### src/hw/rtl/gsgrid_pkg.sv
// Types, codes and constants of the Gray-Scott grid block.
package gsgrid_pkg;

  localparam int REP_W = 7;

  typedef enum logic [1:0] {
    OP_WRITE = 2'd0,
    OP_RUN   = 2'd1,
    OP_READ  = 2'd2
  } op_e;

  typedef enum logic [1:0] {
    CFG_FEED = 2'd0,
    CFG_KILL = 2'd1,
    CFG_DU   = 2'd2,
    CFG_DV   = 2'd3
  } cfg_e;

  typedef enum logic [1:0] {
    WS_HOST = 2'd0,
    WS_COPY = 2'd1,
    WS_CALC = 2'd2
  } wsrc_e;

  // stencil neighbor codes: center, edges, corners
  localparam logic [3:0] NB_C  = 4'd0;
  localparam logic [3:0] NB_N  = 4'd1;
  localparam logic [3:0] NB_S  = 4'd2;
  localparam logic [3:0] NB_W  = 4'd3;
  localparam logic [3:0] NB_E  = 4'd4;
  localparam logic [3:0] NB_NW = 4'd5;
  localparam logic [3:0] NB_NE = 4'd6;
  localparam logic [3:0] NB_SW = 4'd7;
  localparam logic [3:0] NB_SE = 4'd8;

  localparam logic [15:0] ONE_Q15 = 16'd32768;
  localparam logic [15:0] RST_FEED = 16'd1311;
  localparam logic [15:0] RST_KILL = 16'd1966;
  localparam logic [15:0] RST_DU   = 16'd32768;
  localparam logic [15:0] RST_DV   = 16'd16384;

  localparam logic signed [53:0] FULL_SCALE = 54'sd20 <<< 45;
  localparam logic signed [53:0] HALF_DEN   = 54'sd10 <<< 30;
  localparam logic [21:0] RECIP_5 = 22'd3355444; // ceil(2^24 / 5)

  typedef struct packed {
    logic [1:0]  op;
    logic [5:0]  row;
    logic [5:0]  col;
    logic [15:0] u_in;
    logic [15:0] v_in;
    logic [3:0]  repeat_req;
  } in_t;

  typedef struct packed {
    logic [15:0] u_out;
    logic [15:0] v_out;
  } out_t;

  typedef struct packed {
    logic       in_load;
    logic       rd_host;
    logic       acc;
    logic [3:0] nb;
    logic       wr_en;
    wsrc_e      wsrc;
    logic       bank;
    logic       cell_next;
    logic       out_load;
  } cmd_t;

  typedef struct packed {
    op_e              op;
    logic             hit;
    logic [REP_W-1:0] rep;
  } sts_t;

  function automatic logic [15:0] sat_one(input logic [15:0] x);
    return (x > ONE_Q15) ? ONE_Q15 : x;
  endfunction

endpackage

### src/hw/rtl/gsgrid_ctrl.sv
// Controller: op sequencing, grid scan, bank select and output valid.
module gsgrid_ctrl import gsgrid_pkg::*; #(
  parameter int GRID_W = 64,
  parameter int GRID_H = 64
) (
  input  logic clk_i,
  input  logic rst_ni,
  input  logic in_valid_i,
  output logic in_ready_o,
  output logic out_valid_o,
  input  logic out_ready_i,
  input  sts_t sts_i,
  output cmd_t cmd_o
);

  localparam int RW = $clog2(GRID_H);
  localparam int CW = $clog2(GRID_W);
  localparam logic [2:0] CALC_LAT = 3'd6;

  typedef enum logic [3:0] {
    S_IDLE, S_DISP, S_HWR, S_CELL, S_GATHER, S_CALC, S_WRITE, S_CWR, S_HRD, S_HRSP
  } state_e;

  state_e           state_q, state_d;
  logic [3:0]       k_q, k_d;
  logic [2:0]       cnt_q, cnt_d;
  logic [RW-1:0]    r_q, r_d;
  logic [CW-1:0]    c_q, c_d;
  logic [REP_W-1:0] it_q, it_d;
  logic             bank_q, bank_d;
  logic             outv_q, outv_d;
  logic             advance, border, last_col, last_row;

  assign in_ready_o  = (state_q == S_IDLE);
  assign out_valid_o = outv_q;
  assign last_col = (c_q == CW'(GRID_W - 1));
  assign last_row = (r_q == RW'(GRID_H - 1));
  assign border   = (r_q == '0) || last_row || (c_q == '0) || last_col;

  always_comb begin
    state_d = state_q;
    k_d     = k_q;
    cnt_d   = cnt_q;
    r_d     = r_q;
    c_d     = c_q;
    it_d    = it_q;
    bank_d  = bank_q;
    outv_d  = outv_q && !out_ready_i;
    advance = 1'b0;
    cmd_o   = '0;
    cmd_o.bank = bank_q;

    unique case (state_q)
      S_IDLE: begin
        cmd_o.in_load = in_valid_i;
        if (in_valid_i) state_d = S_DISP;
      end
      S_DISP: begin
        r_d  = '0;
        c_d  = '0;
        it_d = '0;
        unique case (sts_i.op)
          OP_WRITE: state_d = S_HWR;
          OP_RUN:   state_d = (sts_i.rep == '0) ? S_HRD : S_CELL;
          default:  state_d = S_HRD;
        endcase
      end
      S_HWR: begin
        cmd_o.wr_en = sts_i.hit;
        cmd_o.wsrc  = WS_HOST;
        state_d = S_HRD;
      end
      S_CELL: begin
        cmd_o.acc = 1'b1;
        cmd_o.nb  = NB_C;
        k_d = NB_N;
        state_d = border ? S_CWR : S_GATHER;
      end
      S_GATHER: begin
        cmd_o.acc = 1'b1;
        cmd_o.nb  = k_q;
        k_d = k_q + 1'b1;
        cnt_d = '0;
        if (k_q == NB_SE) state_d = S_CALC;
      end
      S_CALC: begin
        cnt_d = cnt_q + 1'b1;
        if (cnt_q == CALC_LAT - 1'b1) state_d = S_WRITE;
      end
      S_WRITE: begin
        cmd_o.wr_en = 1'b1;
        cmd_o.wsrc  = WS_CALC;
        advance = 1'b1;
      end
      S_CWR: begin
        cmd_o.wr_en = 1'b1;
        cmd_o.wsrc  = WS_COPY;
        advance = 1'b1;
      end
      S_HRD: begin
        cmd_o.rd_host = 1'b1;
        state_d = S_HRSP;
      end
      S_HRSP: begin
        // read address held so the read word stays put while the output is full
        cmd_o.rd_host = 1'b1;
        if (!outv_q || out_ready_i) begin
          cmd_o.out_load = 1'b1;
          outv_d  = 1'b1;
          state_d = S_IDLE;
        end
      end
      default: state_d = S_IDLE;
    endcase

    if (advance) begin
      cmd_o.cell_next = 1'b1;
      state_d = S_CELL;
      if (last_col) begin
        c_d = '0;
        if (last_row) begin
          r_d    = '0;
          bank_d = ~bank_q;
          it_d   = it_q + 1'b1;
          if (it_q + 1'b1 == sts_i.rep) state_d = S_HRD;
        end else begin
          r_d = r_q + 1'b1;
        end
      end else begin
        c_d = c_q + 1'b1;
      end
    end
  end

  always_ff @(posedge clk_i or negedge rst_ni) begin
    if (!rst_ni) begin
      state_q <= S_IDLE;
      k_q     <= '0;
      cnt_q   <= '0;
      r_q     <= '0;
      c_q     <= '0;
      it_q    <= '0;
      bank_q  <= 1'b0;
      outv_q  <= 1'b0;
    end else begin
      state_q <= state_d;
      k_q     <= k_d;
      cnt_q   <= cnt_d;
      r_q     <= r_d;
      c_q     <= c_d;
      it_q    <= it_d;
      bank_q  <= bank_d;
      outv_q  <= outv_d;
    end
  end

endmodule

### config.mk
export PLATFORM = sky130hd
export DESIGN_NAME = gsgrid_ctrl
export DESIGN_NICKNAME = d
export VERILOG_FILES = /design/src/hw/rtl/gsgrid_pkg.sv /design/src/hw/rtl/gsgrid_ctrl.sv
export SDC_FILE = /design/constraint.sdc
export NUM_CORES = 1
export LEC_CHECK = 0
export BUFFER_PORTS_ARGS = -buffer_cell sky130_fd_sc_hd__buf_2
export CAP_MARGIN = 20
export CELL_PAD_IN_SITES_DETAIL_PLACEMENT = 2
export CELL_PAD_IN_SITES_GLOBAL_PLACEMENT = 2
export CORE_ASPECT_RATIO = 0.5
export CORE_MARGIN = 2
export CORE_UTILIZATION = 31
export DETAILED_ROUTE_END_ITERATION = 8
export PLACE_DENSITY = 0.74
export SLEW_MARGIN = 20
export SYNTH_ARGS = -nofsm -noshare
export SYNTH_HDL_FRONTEND = slang
export SYNTH_SLANG_ARGS = --single-unit
### constraint.sdc
create_clock -name clk_i -period 1.9 [get_ports clk_i]
set_input_delay 0.38 -clock clk_i [delete_from_list [all_inputs] [get_ports clk_i]]
set_output_delay 0.38 -clock clk_i [all_outputs]
set_load 0.02 [all_outputs]
# Word-level counts from Yosys, hierarchy flattened
# Cells that the tools add are included.
# totals
regBits	32
in_bits	14
out_inout_bits	15
wordCells	88
# op_classes
add_sub_neg	5
n_eq_ne	20
muxes	35
n_bitwise	1
reduce_logical	19
# ops
cell	n
6-bit 2-to-1 mux	7
4-bit 2-to-1 mux	9
4-bit case mux with 9 select lines	1
7-bit 2-to-1 mux	4
4-bit by 3-bit equality test with 1-bit output (second input constant)	4
4-bit case mux with 2 select lines	2
6-bit by 1-bit adder with 6-bit output (second input constant)	2
4-bit equality test (second input constant)	3
6-bit equality test (second input constant)	2
6-bit logical NOT	2
5-bit case mux with 2 select lines	1
3-bit inequality test (second input constant)	3
3-bit case mux with 3 select lines	1
4-bit by 2-bit equality test with 1-bit output (second input constant)	2
1-bit 2-to-1 mux	8
7-bit by 1-bit adder with 7-bit output (second input constant)	1
7-bit equality test	1
7-bit logical NOT	1
3-bit case mux with 2 select lines	1
2-bit nonzero test	3
5-bit AND reduction	1
4-bit by 1-bit adder with 4-bit output (second input constant)	1
4-bit by 1-bit equality test with 1-bit output (second input constant)	1
4-bit logical NOT	1
other kinds (13)	18

# Depth between registers and ports, before layout
# Gate-level depths: netlist of run 1.
# logic_depth
ltp_word	7
depth_mapped	7
mapped_depth_nobuf	7

# Least setup slack after synthesis of run 1
# OpenSTA, ideal clock, no wires.
# synth_path
path_kind	flip-flop to flip-flop
startpoint	register r_q[0]
endpoint	register state_q[3]
setup_ns	0.077
t_arrival_ns	2.011
required_time_ns	1.823
path_slack_ns	-0.188
path_stages_with_launch	8
path_buffers	1
synth_period_minus_slack_ns	2.088
path_cell_list	dfrtp_1 ha_1 nand3_2 or2_1 buf_6 or4_4 or4_1 a21oi_1
# synth_via
elab_chain_cells	4
# synth_rtl
element	line	rtl
start: declaration	gsgrid_ctrl.sv:27	logic [RW-1:0] r_q, r_d;
start signal: assignment	gsgrid_ctrl.sv:149	r_q <= r_d;
6-bit equality test	gsgrid_ctrl.sv:37	assign last_row = (r_q == RW'(GRID_H - 1));
4-bit 2-to-1 mux	gsgrid_ctrl.sv:121	if (last_row) begin
4-bit 2-to-1 mux	gsgrid_ctrl.sv:119	if (last_col) begin
4-bit 2-to-1 mux	gsgrid_ctrl.sv:116	if (advance) begin
end signal: assignment	gsgrid_ctrl.sv:146	state_q <= state_d;
end: declaration	gsgrid_ctrl.sv:24	state_e state_q, state_d;
# No other way between the ends.
# A chain may end at the register's enable or synchronous reset.

# Worst setup path after layout of run 1
# layout_path
startpoint	register r_q[1]
endpoint	register state_q[3]
# Same word-level chain as after synthesis.

==> flow_summary.json, run 1 <==
{
  "status": "complete, but fails checks",
  "violations": "negative setup slack",
  "min_period_ns": 2.06,
  "tightest_slew_ns": 0.417,
  "clock-root-buffer": "clkbuf_16",
  "crit_path_frequent_cell": "or4_4",
  "grt_pass1_vias": 2313,
  "p_switching_mw": 1.19,
  "fin_worst_skew_ns": 0.00637,
  "endpoint_kind": "flop",
  "drc": 0,
  "ctsHoldBuffers": 0,
  "synth_cell_type_count": 45,
  "final_common_cell": "buf_4",
  "ys_seq_elements": 32,
  "arrival_ns": 2.26,
  "cts_buffers": 5,
  "vias": 2052,
  "netlist_area_um2": 2010,
  "diodes": 0,
  "pwr-share-seq_pct": 31.4,
  "required_ns": 2.11,
  "finalWorstSetupSlack_ns": -0.156,
  "die_w_um": 118,
  "critPathLaunchType": "flop",
  "setup_viol": 5,
  "overflow": 0,
  "synth_seq_area_share_pct": 39.8,
  "post_synth.cell_area_avg_um2": 8.53,
  "power.total_mw": 2.91,
  "die-area_um2": 7190,
  "multi_input_area_um2": 1250,
  "crit_fanout": 2,
  "nets": 324,
  "wire_per_inst_um": 19.7,
  "first_iter_violations": 97,
  "rsz0062_at_grt": "yes",
  "grt_pass1_wl_mm": 11.8,
  "critPathTopFamily": "simple AND/OR/NAND/NOR gates",
  "fp.dieH_um": 61.0,
  "max_cap_violations": 0,
  "power_leakage_nw": 1.27,
  "clkPwrFrac_pct": 25.6,
  "fillers": 685,
  "drv_slew": 0,
  "coreArea_um2": 6180,
  "p_int_mw": 1.73,
  "peakVddDrop_v": 0.000376,
  "synth_edf_count": 0,
  "slowest_stage": "or4_4",
  "row_count": 20,
  "synth_top_area_cell": "dfrtp_1",
  "async_flop_share_pct": 100,
  "finalHoldViolations": 0,
  "drive_above_1_share_pct": 33.4,
  "grt_max_degree": 33,
  "max_stage_delay_ns": 0.53,
  "synth-main-ff-cell": "dfrtp_1",
  "yosys_warnings": 0,
  "critPathKind": "reg -> reg",
  "syn_nets": 259,
  "grt_antenna_before_repair": 0,
  "ys_top_cells_by_area": "dfrtp_1, o21ai_0, ha_1",
  "cts_sinks": 32,
  "slew_headroom_pct": 71.5,
  "clock_path_buffers": 2,
  "clkLatencyLatePin_ns": 0.28,
  "layout_common_cells": "buf_4, dfrtp_1, buf_2",
  "ios": 29,
  "crit_buf_inv": 0,
  "start_util_pct": 32.6,
  "hold_class": "in -> async",
  "yosysTopAreaCellShare_pct": 39.8,
  "fmax_ghz": 0.486,
  "switching_share_pct": 40.7,
  "syn_inst": 236,
  "grt_util_all_layers_pct": 21.6,
  "first_pass_iters": 4,
  "gp_routability_congestion": 0.772,
  "combPwrFrac_pct": 43.1,
  "r2r_slack_ns": -0.16,
  "wl_mm": 7.61,
  "hpwlAfterDp_mm": 5.08,
  "p_per_area_nw_per_um2": 1060,
  "vias_per_cell": 5.30,
  "cts_tree": "done",
  "path_cells": "ha_2 > nand3_2 > or2_4 > or4_4 > or4_4 > a21oi_2",
  "ant_nets": 0,
  "final_core_util_pct": 44.5,
  "clkTransAtPathRegs_ns": 0.05,
  "htreeDepth": 2,
  "seqCellArea_um2": 802,
  "io_buffers": 28,
  "fin_crit_sh_pct": 108,
  "area_growth_syn_to_layout_pct": 36.7
}
registers in the layout, indices dropped and copies added, names as in the netlist:
name	flops
it_q	7
state_q	4
k_q	4
cnt_q	3
r_q	6
bank_q	1
out_valid_o	1
c_q	6
cell type report:
type	instances	share of cell area [%]
well taps	88	4.00
inverters	11	1.50
flip-flops and latches	32	29.1
multi-input cells	186	45.4
clock buffers	5	4.55
repair buffers	65	15.5
synthesized netlist by cell type, drive strengths merged (2+ instances only):
| cell type | instances |
|---|---|
| a21oi | 5 |
| a31oi | 4 |
| and2 | 3 |
| and3 | 3 |
| buf | 3 |
| clkbuf | 4 |
| dfrtp | 32 |
| ha | 9 |
| inv | 11 |
| mux2i | 2 |
| nand2 | 29 |
| nand2b | 4 |
| nand3 | 17 |
| nand3b | 2 |
| nor2 | 26 |
| nor2b | 7 |
| nor3 | 5 |
| nor4 | 2 |
| o21ai | 26 |
| o31ai | 4 |
| o41ai | 2 |
| or2 | 2 |
| or4 | 2 |
| xnor2 | 11 |
| xor2 | 7 |
power by group through the flow:
stage | Clock (mW) | Combinational [mW] | Sequential [mW]
4_1_cts | 0.746 | 1.14 | 0.888
2_1_floorplan | 0 | 0.645 | 0.868
3_3_place_gp | 0 | 0.985 | 0.880
3_5_place_dp | 0 | 1.05 | 0.899
5_1_grt | 0.797 | 1.36 | 0.931
6_report | 0.745 | 1.25 | 0.914
per-layer routing:
layer | vias up | wire length, um | global-route usage (%)
li1 | 946 | - | -
met3 | 17 | 155 | 4.14
met2 | 40 | 3900 | 40.2
met1 | 1049 | 3350 | 25.1
met4 | 0 | 198 | 10.3
met5 | - | 0 | 0
worst register-to-register path, cell delays in order, from the launching register on:
cell     delay [ns]
dfrtp_1        0.36
ha_2           0.20
nand3_2        0.09
or2_4          0.25
or4_4          0.53
or4_4          0.44
a21oi_2        0.12
timing repair:
item                                    4_1_cts  5_1_grt
hold endpoints to repair                      0        0
pin swaps                                     5        4
cloned                                        0        0
gates resized for setup                      13       21
buffers inserted                              3        4
endpoints found under the setup margin       11       20
kinds of logic (layout without fill, tap and decap cells):
logic type	after synthesis	after routing	share of synthesized area, %
AOI/OAI and AO/OA	50	50	15.0
xor gates and xnor gates	18	18	7.83
adders and majority gates	9	9	5.59
buffers and inverters	18	81	4.10
DFF	32	32	39.8
muxes	3	3	1.55
and+or+nand+nor	106	106	26.2
final timing paths:
kind	start	to	cells after the start
max in group asynchronous	rst_ni	state_q[0]$_DFFE_PN0P_	2
max reg2reg	r_q[1]$_DFF_PN0_	state_q[3]$_DFFE_PN0P_	6
min reg2reg	bank_q$_DFFE_PN0P_	bank_q$_DFFE_PN0P_	1
max	r_q[1]$_DFF_PN0_	state_q[3]$_DFFE_PN0P_	6
min	rst_ni	bank_q$_DFFE_PN0P_	2
min in group clk_i	out_ready_i	out_valid_o$_DFF_PN0_	3
per-stage QoR:
step / hold WS, ns / cell area (um2) / TNS (ns) / worst slack (ns) / std cells
3_3_place_gp: 0.435 / 2460 / -0.144 / -0.100 / 375
4_1_cts: 0.152 / 2650 / -0.317 / -0.154 / 383
5_1_grt: 0.186 / 2750 / -1.00 / -0.223 / 387
6_report: 0.138 / 2750 / -0.360 / -0.156 / 387
3_5_place_dp: 0.445 / 2460 / -0.428 / -0.162 / 375
2_1_floorplan: 0.0844 / 2020 / -0.192 / -0.167 / 236
No activity file was read; power rests on OpenSTA's default activity.
==> run 2: changes to the inputs <==
==> constraint.sdc (replaced) <==
create_clock -name clk_i -period 1.9 [get_ports clk_i]
set_input_delay 0.38 -clock clk_i [delete_from_list [all_inputs] [get_ports clk_i]]
set_output_delay 0.38 -clock clk_i [all_outputs]
set_load 0.05 [all_outputs]
==> run 2 against run 1 <==
Against the previous run:
- the run still ends with negative setup slack left
- sequential share of layout area shrank 0.89 points
- via count down 1.9%
- clock power up 12%
- register-to-register slack about the same
- global-route usage shrank 0.098 points
- routed wire length is 2.6% lower
- utilization up 1.3 points
- largest cell class unchanged
- sequential power decreased by 2%
- non-clock buffer count grew 2
- critical path depth did not move
- maximum frequency grew 0.17%
- highest routed layer unchanged
- die area unchanged
==> flow_summary.json, run 2 (synthesis results as in run 1) <==
{
  "finalWorstSetupSlack_ns": -0.152,
  "clkTransAtPathRegs_ns": 0.05,
  "grt_util_all_layers_pct": 21.5,
  "coreArea_um2": 6180,
  "vias_per_cell": 5.14,
  "path_cells": "ha_2 > nand3_2 > or2_1 > or4_4 > or4_1 > a21oi_1",
  "multi_input_area_um2": 1240,
  "combPwrFrac_pct": 44.3,
  "switching_share_pct": 42.5,
  "setup_tns_ns": -0.463,
  "peakVddDrop_v": 0.000642,
  "ios": 29,
  "min_period_ns": 2.05,
  "grt_antenna_before_repair": 0,
  "grt_pass1_wl_mm": 11.7,
  "dpl.cell_count": 377,
  "reg2regPathDepth": 6,
  "drc": 0,
  "largest_reg_flops": 7,
  "gp_routability_congestion": 0.789,
  "required_ns": 2.11,
  "clkPwrFrac_pct": 26.8,
  "power.total_mw": 3.11,
  "violations": "negative setup slack",
  "start_util_pct": 32.6,
  "fillers": 674,
  "row_count": 20,
  "drive_above_1_share_pct": 34.2,
  "pwr-share-seq_pct": 29.0,
  "final_cells": 392,
  "die_w_um": 118,
  "io_buffers": 28,
  "cts_tree": "done",
  "grt_pass1_vias": 2199,
  "grt_max_degree": 33,
  "slowest_stage": "or4_4",
  "p_int_mw": 1.79,
  "cts_buffers": 5,
  "top_regs": "it_q x7, c_q x6, r_q x6",
  "vias": 2013,
  "r2r_slack_ns": -0.15,
  "finalInstanceArea_um2": 2840,
  "p_per_area_nw_per_um2": 1100,
  "r2r_end": "state_q[3]$_DFFE_PN0P_",
  "finalHoldViolations": 0,
  "p_switching_mw": 1.32,
  "hold_class": "in -> async",
  "setup_viol": 11,
  "critPathKind": "reg -> reg",
  "power_leakage_nw": 1.29,
  "diodes": 0,
  "reg2reg_from": "r_q[1]$_DFF_PN0_",
  "first_pass_iters": 4,
  "max_stage_delay_ns": 0.52,
  "crit_fanout": 2,
  "seqCellArea_um2": 801,
  "arrival_ns": 2.27,
  "fin_crit_sh_pct": 108,
  "place_area_um2": 2500,
  "clock_path_buffers": 2,
  "drv_slew": 0,
  "status": "complete, but fails checks",
  "area_growth_syn_to_layout_pct": 40.8,
  "fp.dieH_um": 61.0,
  "ant_nets": 0,
  "rsz0062_at_grt": "yes",
  "layout_common_cells": "buf_4, dfrtp_1, nand2_1",
  "max_cap_violations": 0,
  "hpwlAfterDp_mm": 5.09,
  "max_flop_register": "it_q",
  "clkLatencyLatePin_ns": 0.29,
  "endpoint_kind": "flop",
  "slew_headroom_pct": 57.8,
  "wire_per_inst_um": 18.9,
  "fin_worst_skew_ns": 0.00431,
  "first_iter_violations": 53,
  "wl_mm": 7.41,
  "tightest_slew_ns": 0.627,
  "die-area_um2": 7190,
  "fmax_ghz": 0.487,
  "clock-root-buffer": "clkbuf_16",
  "htreeDepth": 2,
  "nets": 326,
  "overflow": 0,
  "cts_sinks": 32,
  "critPathLaunchType": "flop",
  "final_common_cell": "buf_4"
}
[run 2: area by class of cell]
class,count,share of cell area [%]
clock buffer,6,4.90
clock inverter,2,0.353
inverter,11,1.59
multi-input combinational,186,43.7
sequential,32,28.2
tap,88,3.88
timing repair buffer,67,17.3
[run 2: worst max-delay path by stage]
stage,start,end,cells after the start
6_report,r_q[1]$_DFF_PN0_,state_q[3]$_DFFE_PN0P_,6
5_1_grt,state_q[3]$_DFFE_PN0P_,it_q[2]$_DFF_PN0_,7
4_1_cts,c_q[1]$_DFFE_PN0P_,state_q[3]$_DFFE_PN0P_,6
3_5_place_dp,c_q[0]$_DFFE_PN0P_,state_q[0]$_DFFE_PN0P_,8
3_3_place_gp,c_q[0]$_DFFE_PN0P_,state_q[3]$_DFFE_PN0P_,6
2_1_floorplan,r_q[0]$_DFF_PN0_,state_q[3]$_DFFE_PN0P_,7
[run 2: critical path, delay by kind of cell (launching register included)]
kind | cells | cell delay [ns]
fa+ha+maj | 1 | 0.21
simple gates | 4 | 1.27
flops | 1 | 0.36
compound gates | 1 | 0.13
[run 2: timing repair]
action / 4_1_cts / 5_1_grt
hold buffers: 0 / 0
gates cloned: 0 / 0
hold endpoints to repair: 0 / 0
resized for setup: 33 / 9
setup endpoints to repair: 19 / 31
pin swaps: 6 / 1
buffers inserted: 3 / 4
[run 2: stage by stage]
stage	setup WS, ns	utilization (%)	hold slack [ns]
5_1_grt	-0.224	45.9	0.166
6_report	-0.152	45.9	0.116
4_1_cts	-0.147	45.0	0.139
3_5_place_dp	-0.206	40.4	0.441
2_1_floorplan	-0.167	-	0.0844
3_3_place_gp	-0.0552	40.4	0.434
[run 2: metal layers]
| metal | vias up | track usage (%) | share of wire (%) |
|---|---|---|---|
| met5 | - | 0 | 0 |
| met4 | 0 | 8.78 | 1.6 |
| met3 | 12 | 4.79 | 2.9 |
| met2 | 29 | 37.6 | 50 |
| met1 | 1013 | 26.7 | 46 |
| li1 | 959 | - | - |
[run 2: power by group through the flow]
stage | Sequential, mW | Clock (mW) | Combinational [mW]
after global placement | 0.879 | 0 | 1.18
after detailed placement | 0.893 | 0 | 1.24
after CTS | 0.898 | 0.851 | 1.36
after global routing | 0.919 | 0.883 | 1.50
final | 0.900 | 0.832 | 1.38
after floorplan | 0.892 | 0 | 0.807
